File: config.mk
export PLATFORM = sky130hd
export DESIGN_NAME = circular_linked_list_engine
export DESIGN_NICKNAME = d
export VERILOG_FILES = /design/src/hdl/clle_pkg.sv /design/src/hdl/circular_linked_list_engine.sv /design/src/hdl/clle_store.sv /design/src/hdl/clle_alloc.sv /design/src/hdl/clle_ctrl.sv
export VERILOG_INCLUDE_DIRS = /design/src /design/src/hdl
export SDC_FILE = /design/constraint.sdc
export NUM_CORES = 2
export LEC_CHECK = 0
export ABC_CLOCK_PERIOD_IN_PS = 6300
export CORE_AREA = 2 2 503 505
export CTS_BUF_LIST = sky130_fd_sc_hd__clkbuf_16
export DETAILED_ROUTE_END_ITERATION = 7
export DIE_AREA = 0 0 505 507
export DONT_BUFFER_PORTS = 1
export SLEW_MARGIN = 20
export SYNTH_ARGS = -nofsm -noshare
export SYNTH_HDL_FRONTEND = slang
export SYNTH_SLANG_ARGS = --single-unit
File: constraint.sdc
create_clock -name clock -period 6.3 [get_ports clock]
set_input_delay 0.63 -clock clock [delete_from_list [all_inputs] [get_ports clock]]
set_output_delay 0.63 -clock clock [all_outputs]
set_load 0.02 [all_outputs]
File: src/hdl/circular_linked_list_engine_assert.svh
// ----------------------------------------------------------------------------
// Circular linked list engine assertion macros
// Shared concurrent assertion forms for the engine's RTL modules.
// ----------------------------------------------------------------------------
`ifndef CIRCULAR_LINKED_LIST_ENGINE_ASSERT_SVH
`define CIRCULAR_LINKED_LIST_ENGINE_ASSERT_SVH

// same-cycle implication, checked outside reset
`define CLLE_CHECK(label, clk, rst, ante, cons, msg) \
   label: assert property (@(posedge clk) disable iff (rst) (ante) |-> (cons)) \
      else $error(msg);

// next-cycle implication, checked outside reset
`define CLLE_CHECK_NEXT(label, clk, rst, ante, cons, msg) \
   label: assert property (@(posedge clk) disable iff (rst) (ante) |=> (cons)) \
      else $error(msg);

`endif

File: src/hdl/clle_pkg.sv
// ----------------------------------------------------------------------------
// Circular linked list engine package
// Field widths, command and status codes shared by the engine modules.
// ----------------------------------------------------------------------------
package clle_pkg;

   localparam int POOL_NODES_DEF = 64;
   localparam int VAL_W          = 32;
   localparam int LEN_W          = 7;
   localparam int CMD_W          = 2;
   localparam int STAT_W         = 2;

   typedef enum logic [CMD_W-1:0] {
      CMD_INSERT   = 2'd0,
      CMD_DELETE   = 2'd1,
      CMD_TRAVERSE = 2'd2
   } cmd_type;

   typedef enum logic [STAT_W-1:0] {
      STAT_OK        = 2'd0,
      STAT_EMPTY     = 2'd1,
      STAT_NOT_FOUND = 2'd2,
      STAT_FULL      = 2'd3
   } status_type;

endpackage

File: src/hdl/circular_linked_list_engine.sv
// ----------------------------------------------------------------------------
// Circular linked list engine
// Circular singly linked list in a fixed node pool with insert-after-key,
// delete-key and traverse commands.
//
//   channel | ports | direction | word
//   --------+-------+-----------+------------------------------------------
//   request | req_  | in        | command, search_key, new_value
//   result  | rsp_  | out       | status, element, list_length, last
//
// One word at a time. The walk follows links through the node store's single
// read port, one node per cycle. Result stalls hold the walk; the request
// channel stalls until the current word's last result is registered.
// Reset is synchronous and leaves the list empty; no memory clearing pass.
// ----------------------------------------------------------------------------
module circular_linked_list_engine #(
   parameter int POOL_NODES = clle_pkg::POOL_NODES_DEF
) (
   input  logic                              clock,
   input  logic                              reset,
   input  logic                              req_valid,
   output logic                              req_stall,
   input  logic [clle_pkg::CMD_W-1:0]        req_command,
   input  logic signed [clle_pkg::VAL_W-1:0] req_search_key,
   input  logic signed [clle_pkg::VAL_W-1:0] req_new_value,
   output logic                              rsp_valid,
   input  logic                              rsp_stall,
   output logic [clle_pkg::STAT_W-1:0]       rsp_status,
   output logic signed [clle_pkg::VAL_W-1:0] rsp_element,
   output logic [clle_pkg::LEN_W-1:0]        rsp_list_length,
   output logic                              rsp_last
);

   localparam int IDX_W = $clog2(POOL_NODES);

   logic                       rd_en;
   logic [IDX_W-1:0]           rd_addr;
   logic [clle_pkg::VAL_W-1:0] rd_value;
   logic [IDX_W-1:0]           rd_link;
   logic                       wr_en;
   logic [IDX_W-1:0]           wr_addr;
   logic [clle_pkg::VAL_W-1:0] wr_value;
   logic [IDX_W-1:0]           wr_link;
   logic                       alloc_req;
   logic [IDX_W-1:0]           alloc_idx;
   logic                       free_req;
   logic [IDX_W-1:0]           free_idx;

   // node store
   clle_store #(
      .POOL_NODES (POOL_NODES)
   ) u_store (
      .clock    (clock),
      .rd_en    (rd_en),
      .rd_addr  (rd_addr),
      .rd_value (rd_value),
      .rd_link  (rd_link),
      .wr_en    (wr_en),
      .wr_addr  (wr_addr),
      .wr_value (wr_value),
      .wr_link  (wr_link)
   );

   // free node allocator
   clle_alloc #(
      .POOL_NODES (POOL_NODES)
   ) u_alloc (
      .clock     (clock),
      .reset     (reset),
      .alloc_req (alloc_req),
      .alloc_idx (alloc_idx),
      .free_req  (free_req),
      .free_idx  (free_idx)
   );

   // command sequencer
   clle_ctrl #(
      .POOL_NODES (POOL_NODES)
   ) u_ctrl (
      .clock           (clock),
      .reset           (reset),
      .req_valid       (req_valid),
      .req_stall       (req_stall),
      .req_command     (req_command),
      .req_search_key  (req_search_key),
      .req_new_value   (req_new_value),
      .rsp_valid       (rsp_valid),
      .rsp_stall       (rsp_stall),
      .rsp_status      (rsp_status),
      .rsp_element     (rsp_element),
      .rsp_list_length (rsp_list_length),
      .rsp_last        (rsp_last),
      .rd_en           (rd_en),
      .rd_addr         (rd_addr),
      .rd_value        (rd_value),
      .rd_link         (rd_link),
      .wr_en           (wr_en),
      .wr_addr         (wr_addr),
      .wr_value        (wr_value),
      .wr_link         (wr_link),
      .alloc_req       (alloc_req),
      .alloc_idx       (alloc_idx),
      .free_req        (free_req),
      .free_idx        (free_idx)
   );

endmodule

File: src/hdl/clle_store.sv
// ----------------------------------------------------------------------------
// Node store
// Single-port-write, single-port-read memory of {value, link} node words,
// read data registered, held while no read is issued.
// ----------------------------------------------------------------------------
module clle_store #(
   parameter int  POOL_NODES = clle_pkg::POOL_NODES_DEF,
   localparam int IDX_W      = $clog2(POOL_NODES)
) (
   input  logic                       clock,
   input  logic                       rd_en,
   input  logic [IDX_W-1:0]           rd_addr,
   output logic [clle_pkg::VAL_W-1:0] rd_value,
   output logic [IDX_W-1:0]           rd_link,
   input  logic                       wr_en,
   input  logic [IDX_W-1:0]           wr_addr,
   input  logic [clle_pkg::VAL_W-1:0] wr_value,
   input  logic [IDX_W-1:0]           wr_link
);

   localparam int WORD_W = clle_pkg::VAL_W + IDX_W;

   logic [WORD_W-1:0] mem [POOL_NODES];
   logic [WORD_W-1:0] rd_word_ff;

   // write port
   always_ff @(posedge clock) begin
      if (wr_en) begin
         mem[wr_addr] <= {wr_value, wr_link};
      end
   end

   // read port, data registered
   always_ff @(posedge clock) begin
      if (rd_en) begin
         rd_word_ff <= mem[rd_addr];
      end
   end

   assign rd_value = rd_word_ff[WORD_W-1:IDX_W];
   assign rd_link  = rd_word_ff[IDX_W-1:0];

endmodule

File: src/hdl/clle_alloc.sv
// ----------------------------------------------------------------------------
// Node allocator
// Hands out free node indexes: a high-water counter covers nodes never used,
// a stack memory holds nodes that were freed. Index valid the cycle after
// the request.
// ----------------------------------------------------------------------------
`include "circular_linked_list_engine_assert.svh"

module clle_alloc #(
   parameter int  POOL_NODES = clle_pkg::POOL_NODES_DEF,
   localparam int IDX_W      = $clog2(POOL_NODES)
) (
   input  logic             clock,
   input  logic             reset,
   input  logic             alloc_req,
   output logic [IDX_W-1:0] alloc_idx,
   input  logic             free_req,
   input  logic [IDX_W-1:0] free_idx
);

   localparam int                CNT_W    = $clog2(POOL_NODES + 1);
   localparam logic [CNT_W-1:0]  POOL_CNT = CNT_W'(POOL_NODES);

   logic [IDX_W-1:0] stack [POOL_NODES];
   logic [CNT_W-1:0] sp_ff;
   logic [CNT_W-1:0] hw_ff;
   logic             pop_ff;
   logic [IDX_W-1:0] stack_q_ff;
   logic [IDX_W-1:0] hw_idx_ff;
   logic [CNT_W-1:0] sp_dec;
   logic             can_alloc;

   assign sp_dec    = sp_ff - 1'b1;
   assign can_alloc = (sp_ff != '0) || (hw_ff != POOL_CNT);

   // freed-node stack memory
   always_ff @(posedge clock) begin
      if (free_req) begin
         stack[sp_ff[IDX_W-1:0]] <= free_idx;
      end
      if (alloc_req && (sp_ff != '0)) begin
         stack_q_ff <= stack[sp_dec[IDX_W-1:0]];
      end
      if (alloc_req && (sp_ff == '0)) begin
         hw_idx_ff <= hw_ff[IDX_W-1:0];
      end
   end

   // stack pointer and high-water mark
   always_ff @(posedge clock) begin
      if (reset) begin
         sp_ff  <= '0;
         hw_ff  <= '0;
         pop_ff <= 1'b0;
      end else begin
         if (alloc_req) begin
            pop_ff <= (sp_ff != '0);
            if (sp_ff != '0) begin
               sp_ff <= sp_dec;
            end else begin
               hw_ff <= hw_ff + 1'b1;
            end
         end else if (free_req) begin
            sp_ff <= sp_ff + 1'b1;
         end
      end
   end

   assign alloc_idx = pop_ff ? stack_q_ff : hw_idx_ff;

   `CLLE_CHECK(a_no_alloc_free, clock, reset, alloc_req, !free_req, "alloc and free together")
   `CLLE_CHECK(a_alloc_avail, clock, reset, alloc_req, can_alloc, "alloc from empty pool")
   `CLLE_CHECK(a_free_room, clock, reset, free_req, sp_ff < hw_ff, "free stack overrun")

endmodule

File: src/hdl/clle_ctrl.sv
// ----------------------------------------------------------------------------
// List sequencer
// Walks nodes one per cycle for insert, delete and traverse (result stalls
// hold traverse), keeps tail and count, drives the registered result word.
// ----------------------------------------------------------------------------
`include "circular_linked_list_engine_assert.svh"

module clle_ctrl #(
   parameter int  POOL_NODES = clle_pkg::POOL_NODES_DEF,
   localparam int IDX_W      = $clog2(POOL_NODES)
) (
   input  logic                               clock,
   input  logic                               reset,
   input  logic                               req_valid,
   output logic                               req_stall,
   input  logic [clle_pkg::CMD_W-1:0]         req_command,
   input  logic signed [clle_pkg::VAL_W-1:0]  req_search_key,
   input  logic signed [clle_pkg::VAL_W-1:0]  req_new_value,
   output logic                               rsp_valid,
   input  logic                               rsp_stall,
   output logic [clle_pkg::STAT_W-1:0]        rsp_status,
   output logic signed [clle_pkg::VAL_W-1:0]  rsp_element,
   output logic [clle_pkg::LEN_W-1:0]         rsp_list_length,
   output logic                               rsp_last,
   output logic                               rd_en,
   output logic [IDX_W-1:0]                   rd_addr,
   input  logic [clle_pkg::VAL_W-1:0]         rd_value,
   input  logic [IDX_W-1:0]                   rd_link,
   output logic                               wr_en,
   output logic [IDX_W-1:0]                   wr_addr,
   output logic [clle_pkg::VAL_W-1:0]         wr_value,
   output logic [IDX_W-1:0]                   wr_link,
   output logic                               alloc_req,
   input  logic [IDX_W-1:0]                   alloc_idx,
   output logic                               free_req,
   output logic [IDX_W-1:0]                   free_idx
);

   localparam int               CNT_W    = $clog2(POOL_NODES + 1);
   localparam logic [CNT_W-1:0] POOL_CNT = CNT_W'(POOL_NODES);

   typedef enum logic [2:0] {
      S_IDLE,
      S_FIRST,
      S_WALK,
      S_INS_NEW,
      S_INS_LINK,
      S_PRED,
      S_TRAV,
      S_DONE
   } state_type;

   state_type                    state_ff, state_in;
   logic                         is_insert_ff, is_insert_in;
   logic [clle_pkg::VAL_W-1:0]   key_ff, key_in;
   logic [clle_pkg::VAL_W-1:0]   val_ff, val_in;
   logic [IDX_W-1:0]             tail_ff, tail_in;
   logic [CNT_W-1:0]             count_ff, count_in;
   logic [IDX_W-1:0]             cur_ff, cur_in;
   logic [IDX_W-1:0]             prev_ff, prev_in;
   logic [clle_pkg::VAL_W-1:0]   prev_value_ff, prev_value_in;
   logic [CNT_W-1:0]             n_ff, n_in;
   logic [clle_pkg::VAL_W-1:0]   hit_value_ff, hit_value_in;
   logic [IDX_W-1:0]             hit_link_ff, hit_link_in;
   logic [IDX_W-1:0]             fresh_ff, fresh_in;
   clle_pkg::status_type         status_ff, status_in;
   logic                         rsp_valid_ff, rsp_valid_in;
   clle_pkg::status_type         rsp_status_ff, rsp_status_in;
   logic [clle_pkg::VAL_W-1:0]   rsp_element_ff, rsp_element_in;
   logic [CNT_W-1:0]             rsp_length_ff, rsp_length_in;
   logic                         rsp_last_ff, rsp_last_in;

   logic                         slot_free;
   logic                         match;
   logic [CNT_W-1:0]             n_next;
   logic                         final_node;
   logic                         walking;

   assign slot_free  = !rsp_valid_ff || !rsp_stall;
   assign match      = (rd_value == key_ff);
   assign n_next     = n_ff + 1'b1;
   assign final_node = (n_next == count_ff);
   assign walking    = (state_ff == S_WALK) || (state_ff == S_TRAV);

   // next-state and memory port decode
   always_comb begin
      state_in       = state_ff;
      is_insert_in   = is_insert_ff;
      key_in         = key_ff;
      val_in         = val_ff;
      tail_in        = tail_ff;
      count_in       = count_ff;
      cur_in         = cur_ff;
      prev_in        = prev_ff;
      prev_value_in  = prev_value_ff;
      n_in           = n_ff;
      hit_value_in   = hit_value_ff;
      hit_link_in    = hit_link_ff;
      fresh_in       = fresh_ff;
      status_in      = status_ff;
      rsp_valid_in   = rsp_valid_ff && rsp_stall;
      rsp_status_in  = rsp_status_ff;
      rsp_element_in = rsp_element_ff;
      rsp_length_in  = rsp_length_ff;
      rsp_last_in    = rsp_last_ff;
      rd_en          = 1'b0;
      rd_addr        = cur_ff;
      wr_en          = 1'b0;
      wr_addr        = cur_ff;
      wr_value       = val_ff;
      wr_link        = hit_link_ff;
      alloc_req      = 1'b0;
      free_req       = 1'b0;
      free_idx       = cur_ff;

      case (state_ff)
         S_IDLE: begin
            if (req_valid) begin
               is_insert_in = (clle_pkg::cmd_type'(req_command) == clle_pkg::CMD_INSERT);
               key_in       = req_search_key;
               val_in       = req_new_value;
               cur_in       = tail_ff;
               n_in         = '0;
               status_in    = clle_pkg::STAT_OK;
               case (clle_pkg::cmd_type'(req_command))
                  clle_pkg::CMD_INSERT: begin
                     if (count_ff == POOL_CNT) begin
                        status_in = clle_pkg::STAT_FULL;
                        state_in  = S_DONE;
                     end else if (count_ff == '0) begin
                        alloc_req = 1'b1;
                        state_in  = S_FIRST;
                     end else begin
                        rd_en    = 1'b1;
                        rd_addr  = tail_ff;
                        state_in = S_WALK;
                     end
                  end
                  clle_pkg::CMD_DELETE: begin
                     if (count_ff == '0) begin
                        status_in = clle_pkg::STAT_EMPTY;
                        state_in  = S_DONE;
                     end else begin
                        rd_en    = 1'b1;
                        rd_addr  = tail_ff;
                        state_in = S_WALK;
                     end
                  end
                  clle_pkg::CMD_TRAVERSE: begin
                     if (count_ff == '0) begin
                        status_in = clle_pkg::STAT_EMPTY;
                        state_in  = S_DONE;
                     end else begin
                        rd_en    = 1'b1;
                        rd_addr  = tail_ff;
                        state_in = S_TRAV;
                     end
                  end
                  default: begin
                     state_in = S_DONE;
                  end
               endcase
            end
         end

         // first node of an empty list links to itself
         S_FIRST: begin
            wr_en    = 1'b1;
            wr_addr  = alloc_idx;
            wr_value = val_ff;
            wr_link  = alloc_idx;
            tail_in  = alloc_idx;
            count_in = CNT_W'(1);
            state_in = S_DONE;
         end

         // search from the tail, one node per cycle
         S_WALK: begin
            if (match) begin
               if (is_insert_ff) begin
                  hit_value_in = rd_value;
                  hit_link_in  = rd_link;
                  alloc_req    = 1'b1;
                  state_in     = S_INS_NEW;
               end else if (count_ff == CNT_W'(1)) begin
                  free_req = 1'b1;
                  free_idx = cur_ff;
                  tail_in  = '0;
                  count_in = '0;
                  state_in = S_DONE;
               end else if (n_ff == '0) begin
                  // tail hit: find its predecessor
                  hit_link_in = rd_link;
                  cur_in      = rd_link;
                  rd_en       = 1'b1;
                  rd_addr     = rd_link;
                  state_in    = S_PRED;
               end else begin
                  wr_en    = 1'b1;
                  wr_addr  = prev_ff;
                  wr_value = prev_value_ff;
                  wr_link  = rd_link;
                  free_req = 1'b1;
                  free_idx = cur_ff;
                  count_in = count_ff - 1'b1;
                  state_in = S_DONE;
               end
            end else if (final_node) begin
               status_in = clle_pkg::STAT_NOT_FOUND;
               state_in  = S_DONE;
            end else begin
               prev_in       = cur_ff;
               prev_value_in = rd_value;
               cur_in        = rd_link;
               n_in          = n_next;
               rd_en         = 1'b1;
               rd_addr       = rd_link;
            end
         end

         // new node takes the hit node's successor
         S_INS_NEW: begin
            wr_en    = 1'b1;
            wr_addr  = alloc_idx;
            wr_value = val_ff;
            wr_link  = hit_link_ff;
            fresh_in = alloc_idx;
            state_in = S_INS_LINK;
         end

         // hit node now points at the new node
         S_INS_LINK: begin
            wr_en    = 1'b1;
            wr_addr  = cur_ff;
            wr_value = hit_value_ff;
            wr_link  = fresh_ff;
            count_in = count_ff + 1'b1;
            state_in = S_DONE;
         end

         // walk to the node that links to the tail, then unlink the tail
         S_PRED: begin
            if (rd_link == tail_ff) begin
               wr_en    = 1'b1;
               wr_addr  = cur_ff;
               wr_value = rd_value;
               wr_link  = hit_link_ff;
               free_req = 1'b1;
               free_idx = tail_ff;
               tail_in  = hit_link_ff;
               count_in = count_ff - 1'b1;
               state_in = S_DONE;
            end else begin
               cur_in  = rd_link;
               rd_en   = 1'b1;
               rd_addr = rd_link;
            end
         end

         // one result word per node; read data holds while stalled
         S_TRAV: begin
            if (slot_free) begin
               rsp_valid_in   = 1'b1;
               rsp_status_in  = clle_pkg::STAT_OK;
               rsp_element_in = rd_value;
               rsp_length_in  = count_ff;
               rsp_last_in    = final_node;
               if (final_node) begin
                  state_in = S_IDLE;
               end else begin
                  n_in    = n_next;
                  cur_in  = rd_link;
                  rd_en   = 1'b1;
                  rd_addr = rd_link;
               end
            end
         end

         S_DONE: begin
            if (slot_free) begin
               rsp_valid_in   = 1'b1;
               rsp_status_in  = status_ff;
               rsp_element_in = '0;
               rsp_length_in  = count_ff;
               rsp_last_in    = 1'b1;
               state_in       = S_IDLE;
            end
         end

         default: begin
            state_in = S_IDLE;
         end
      endcase
   end

   // state and registered outputs
   always_ff @(posedge clock) begin
      if (reset) begin
         state_ff     <= S_IDLE;
         tail_ff      <= '0;
         count_ff     <= '0;
         rsp_valid_ff <= 1'b0;
      end else begin
         state_ff     <= state_in;
         tail_ff      <= tail_in;
         count_ff     <= count_in;
         rsp_valid_ff <= rsp_valid_in;
      end
      is_insert_ff   <= is_insert_in;
      key_ff         <= key_in;
      val_ff         <= val_in;
      cur_ff         <= cur_in;
      prev_ff        <= prev_in;
      prev_value_ff  <= prev_value_in;
      n_ff           <= n_in;
      hit_value_ff   <= hit_value_in;
      hit_link_ff    <= hit_link_in;
      fresh_ff       <= fresh_in;
      status_ff      <= status_in;
      rsp_status_ff  <= rsp_status_in;
      rsp_element_ff <= rsp_element_in;
      rsp_length_ff  <= rsp_length_in;
      rsp_last_ff    <= rsp_last_in;
   end

   assign req_stall       = (state_ff != S_IDLE);
   assign rsp_valid       = rsp_valid_ff;
   assign rsp_status      = rsp_status_ff;
   assign rsp_element     = rsp_element_ff;
   assign rsp_list_length = clle_pkg::LEN_W'(rsp_length_ff);
   assign rsp_last        = rsp_last_ff;

   `CLLE_CHECK(a_count_range, clock, reset, 1'b1, count_ff <= POOL_CNT, "count above pool size")
   `CLLE_CHECK(a_empty_tail, clock, reset, count_ff == '0, tail_ff == '0, "tail set on empty list")
   `CLLE_CHECK(a_walk_bound, clock, reset, walking, n_ff < count_ff, "walk ran past list length")
   `CLLE_CHECK_NEXT(a_accept_busy, clock, reset, req_valid && !req_stall, req_stall, "idle after accept")

endmodule

* Yosys cells after proc, flatten, opt, wreduce, memory -nomap -nowiden *
Memory sizes are Yosys's and may differ from the RTL's. A register that Yosys moved wholly into a read port is not among the register bits.
Cells that the tools add are included.

word-level totals
  register bits = 242
  memories kept = 2
  input bits = 70
  output and inout port bits = 44
  RAM bits = 2816

memories
  memory         depth  bits a word  rd ports  clocked after Yosys merged registers in  wr ports  RTL line          RTL
  u_store.mem    64     38           1         1                                        1         clle_store.sv:23  logic [WORD_W-1:0] mem [POOL_NODES];
  u_alloc.stack  64     6            1         1                                        1         clle_alloc.sv:24  logic [IDX_W-1:0] stack [POOL_NODES];

cells by class
  multiplexer cells = 122
  bitwise operators = 3
  eq/ne operators = 28
  reduce and logical (&&, ||, !) cells = 40
  add/sub/neg operators = 6

operators by type and width
  operator                                           number
  two-way mux 32 bit                                 7
  two-way mux 6 bit                                  29
  one-hot mux 32 bit (3 select lines)                1
  two-way mux 7 bit                                  12
  one-hot mux 32 bit (2 select lines)                1
  one-hot mux 6 bit (4 select lines)                 2
  one-hot mux 6 bit (3 select lines)                 2
  two-way mux 1 bit                                  34
  two-way mux 3 bit                                  11
  == test 32 bit                                     1
  adder 7 x 1 -> 7 bit (second input constant)       4
  one-hot mux 7 bit (4 select lines)                 1
  one-hot mux 6 bit (2 select lines)                 2
  zero test 7 bit                                    3
  one-hot mux 3 bit (7 select lines)                 1
  one-hot mux 7 bit (3 select lines)                 1
  two-way mux 2 bit                                  8
  != test 2 x 1 -> 1 bit (second input constant)     7
  subtractor 7 x 1 -> 7 bit (second input constant)  2
  == test 3 bit (second input constant)              4
  one-hot mux 2 bit (2 select lines)                 3
  AND reduction 4 bit                                3
  != test 2 bit (second input constant)              5
  AND reduction 2 bit                                5
  other kinds (29)                                   50

* Depth between registers and ports, before layout *
  word-level depth = 8
  gate-level depth with buffers = 20

* By module *
From an unflattened synthesis, not the netlist that was laid out.

second synthesis, totals
  cells, all modules = 5724
  area total of the unflattened synthesis = 119917.5 µm²

modules (own cells, without submodules)
  module      cells each  seq. area each (µm²)  times used  area an instance (µm²)
  clle_store  4001        74171.1               1           93340.8
  clle_alloc  901         12171.7               1           16469.5
  clle_ctrl   822         6466.2                1           10107.2

* Worst setup path after synthesis *
OpenSTA, ideal clock, no wires.

  path kind = register to register
  start = register u_store.rd_word_ff[13], read port of u_store.mem
  end = memory u_store.mem[18][0] (netlist name) (enable)
  setup slack = 1005 ps
  arrival time = 4862 ps
  period minus slack after synthesis = 5295 ps
  cell stages (with the launch flop) = 13
  required time = 5867 ps
  path through = edfxtp_1 -> xor2_1 -> nor4_1 -> nand4_1 -> nor2_2 -> nor4b_1 -> nand2_1 -> a21oi_1 -> o221ai_1 -> or2_2 -> or2_2 -> clkbuf_1 -> nor2_1

between the ends
  cells in the longest elaborated chain, start to end = 5
  elaborated cells between the ends (all ways) = 7

RTL lines
  what                                     RTL line          RTL
  start, declared                          clle_store.sv:24  logic [WORD_W-1:0] rd_word_ff;
  == test 32 bit (*)                       clle_ctrl.sv:80   assign match = (rd_value == key_ff);
  two-way mux 1 bit                        clle_ctrl.sv:179  if (match) begin
  one-hot mux 1 bit (3 select lines)       clle_ctrl.sv:116  case (state_ff)
  two-way mux 1 bit                        clle_store.sv:28  if (wr_en) begin
  two-way mux 1 bit (implied by the code)  clle_store.sv:29  mem[wr_addr] <= {wr_value, wr_link};
  end, declared                            clle_store.sv:23

Every way passes the cells marked *; elsewhere a longest branch is shown, timed or not.

* Worst setup path after layout *
  start = register u_store.rd_word_ff[14], read port of u_store.mem
  end = register u_store.rd_word_ff[31], read port of u_store.mem, data pin

between the ends
  cells in the longest elaborated chain, start to end = 3
  elaborated cells between the ends (all ways) = 5

RTL lines
  what                                                                                      RTL line
  == test 32 bit (*)                                                                        clle_ctrl.sv:80
  two-way mux 6 bit or two-way mux 1 bit (tied branches)                                    n/a
  one-hot mux 6 bit (4 select lines) or one-hot mux 1 bit (4 select lines) (tied branches)  clle_ctrl.sv:116

Marked as above.
A chain may end at the register's enable or synchronous reset.

==> metrics <==
status=complete, but fails checks; failing checks=negative setup slack; Initial DRC Count=11800; syn nets=around 8000; top_reg_cell synth=edfxtp_1; Buf+Inv Stages, Crit Path=1; clock root cell=clkbuf_16; Final Hold Vio Count=0; Worst Path Max Fanout=24; critical path class=reg2reg; Final Core Density=57.1%; r2r worst-path depth=12; GR Util All Layers=29.6%; IO buf count=0; # clock sinks=about 3100; global-route wire length before repair=548000 um; final instance area=143000 sq um; Worst Skew=roughly 0.13 ns; DRC violations left=0; HPWL after DPL=223000 um; Crit-path slowest cell=o41ai_1; Netlist cell types=91; Async SR Flop Fraction=0%; 1st-pass router iterations=6; initial antenna violation count=41; die width=505 um; layout cells sized above 1=15.4%; worst hold slack=between 0.2 and 0.25 ns; Synth Instances=slightly below 8000; Overflow after GRT=0; FF+latch count, synth=3101; final worst-path cycle share=102%; routed wire length=between 300000 and 400000 um; Max Freq=~160 MHz; postcts setup bufs=0; later-pin clock latency in the skew report=0.98 ns; Starting Density=49.8%; Rows=184; synthesized area=125000 sq um; Worst Setup Start Kind=flip-flop; Yosys Warn Count=0; Critical Path AT=7.05 ns; Seq/Total Area, Yosys=74.4%; setup slack after layout=-0.100 ns; WL per Instance=33.2 um; die area=256000 sq um; Vias per Instance=6.67; clock buffer depth=4; CTS tree=built; Routed Antenna Nets=0; final setup fails=2; Worst EP required=approximately 7.0 ns; RD Place Congestion=0.941; most frequent cells in the layout=edfxtp_1 (3070), nand2_1 (583), a21oi_1 (497); most common cell after layout, fill and taps aside=edfxtp_1; Min-Delay Path Depth=2; max incr delay on CP=1.13 ns; area growth from synthesis to layout=14.6%; vias in the first global route=74300; syn avg cell area=between 15 and 20 sq um; Core Area=250000 sq um; Boundary Pins=114; Setup crit end kind=flip-flop; worst-margin pin slew=1.25 ns; Post-synth EDFFs=a little over 3000; largest net degree at the start of global routing=around 150; Final nets=between 8000 and 9000; Die H=507 um; Via Count=approximately 80000; MaxCap Viol Count=0; Slew headroom=~16%; post-layout min period=6.40 ns; Critical Path Stages=12; CTS Buf Count=~330; final slew viol count=0; family with the most delay on the worst path=compound AO/OA/AOI/OAI gates; H-Tree Depth=5; Placed Area=132000 sq um; crit-path cells=xor2_1 > nor4_1 > nand4_1 > or4_4 > o31a_1 > o211a_4 > buf_4 > o21ai_0 > a2111oi_0 > o41ai_1 > o2111ai_1 > or4_1; Clock transition at path regs=0.06 ns; Hold Crit Class=in2reg
## cells by family after synthesis
family | share of synthesized area (%)
XOR/XNOR | 0.447
AND/OR/NAND/NOR | 5.73
AO/OA/AOI/OAI | 12.6
multiplexers | 4.42
flip-flops | 74.4
adder cells (fa/ha/maj) | 0.130
buffers and inverters | 2.31
## repair_timing
action / CTS / global route
gates resized for setup: 0 / 7
setup endpoints to repair: 0 / 7
hold buffers: 69 / 0
hold endpoints to repair: 95 / 0
## worst paths after layout
kind / from / endpoint / slack [ns]
worst max-delay path: u_store.rd_word_ff[14] / u_store.rd_word_ff[31] / -0.10
worst min-delay path: req_command[1] / u_ctrl.is_insert_ff / 0.20
worst max register to register: u_store.rd_word_ff[14] / u_store.rd_word_ff[31] / -0.10
worst min register to register: u_alloc.hw_ff[5] / u_alloc.hw_idx_ff[5] / 0.45
## layout make-up
type / instances / area [sq um]
fill: 19200 / 107000
sequential: 3101 / 92800
multi-input combinational: 4087 / 29900
clock buffer: 339 / 8480
timing repair buffer: 516 / 5760
tap: 3348 / 4190
clock inverter: 239 / 1680
antenna: 37 / 92.6
inverter: 23 / 86.3
## per-layer routing
metal	routed length (um)	vias up	global-route usage, %
met5	72	-	0
met4	20500	10	14.6
met3	34800	735	4.66
met2	181000	4402	46.2
met1	152000	40500	40.8
li1	-	32400	-
## registers in the layout, summed over array words and instances (netlist names), 7 cells and up
name                    count
u_ctrl.count_ff             7
u_alloc.stack             384
u_store.mem              2432
u_ctrl.rsp_list_length      7
u_ctrl.hit_value_ff        32
u_store.rd_word_ff         38
u_ctrl.n_ff                 7
u_ctrl.key_ff              32
u_alloc.sp_ff               7
u_ctrl.prev_value_ff       32
u_ctrl.rsp_element         32
u_ctrl.val_ff              32
## through the flow
stage	std cells	setup TNS (ns)	setup WS, ns
6_report	11700	-0.106	-0.100
5_1_grt	11700	-0.0120	-0.0120
4_1_cts	11700	0	0.0521
3_5_place_dp	11000	0	0.0577
3_3_place_gp	11000	-0.116	-0.116
2_1_floorplan	7880	0	1.00
## cell usage after synthesis (46+ instances only)
| library cell | number | area share (%) |
|---|---|---|
| edfxtp_1 | 3070 | 74 |
| nand2_1 | 586 | 1.8 |
| clkbuf_1 | 499 | 1.5 |
| a21oi_1 | 497 | 2.0 |
| nand3_1 | 329 | 1.3 |
| o21ai_0 | 325 | 1.3 |
| a211oi_1 | 314 | 1.9 |
| a2111oi_0 | 298 | 2.1 |
| mux4_2 | 200 | 3.6 |
| nor2_1 | 199 | 0.60 |
| a211o_1 | 182 | 1.3 |
| and3_1 | 161 | 0.81 |
| buf_2 | 102 | 0.41 |
| a21boi_0 | 87 | 0.52 |
| a22oi_1 | 87 | 0.52 |
| mux2i_1 | 84 | 0.67 |
| o2111ai_1 | 76 | 0.53 |
| o41ai_1 | 73 | 0.51 |
| a22o_1 | 72 | 0.51 |
| xor2_1 | 49 | 0.34 |
| o22ai_1 | 46 | 0.23 |
Power is left out: the tool's default activity adds up to more than one toggle a clock period on the data nets, which glitch-free logic cannot reach.
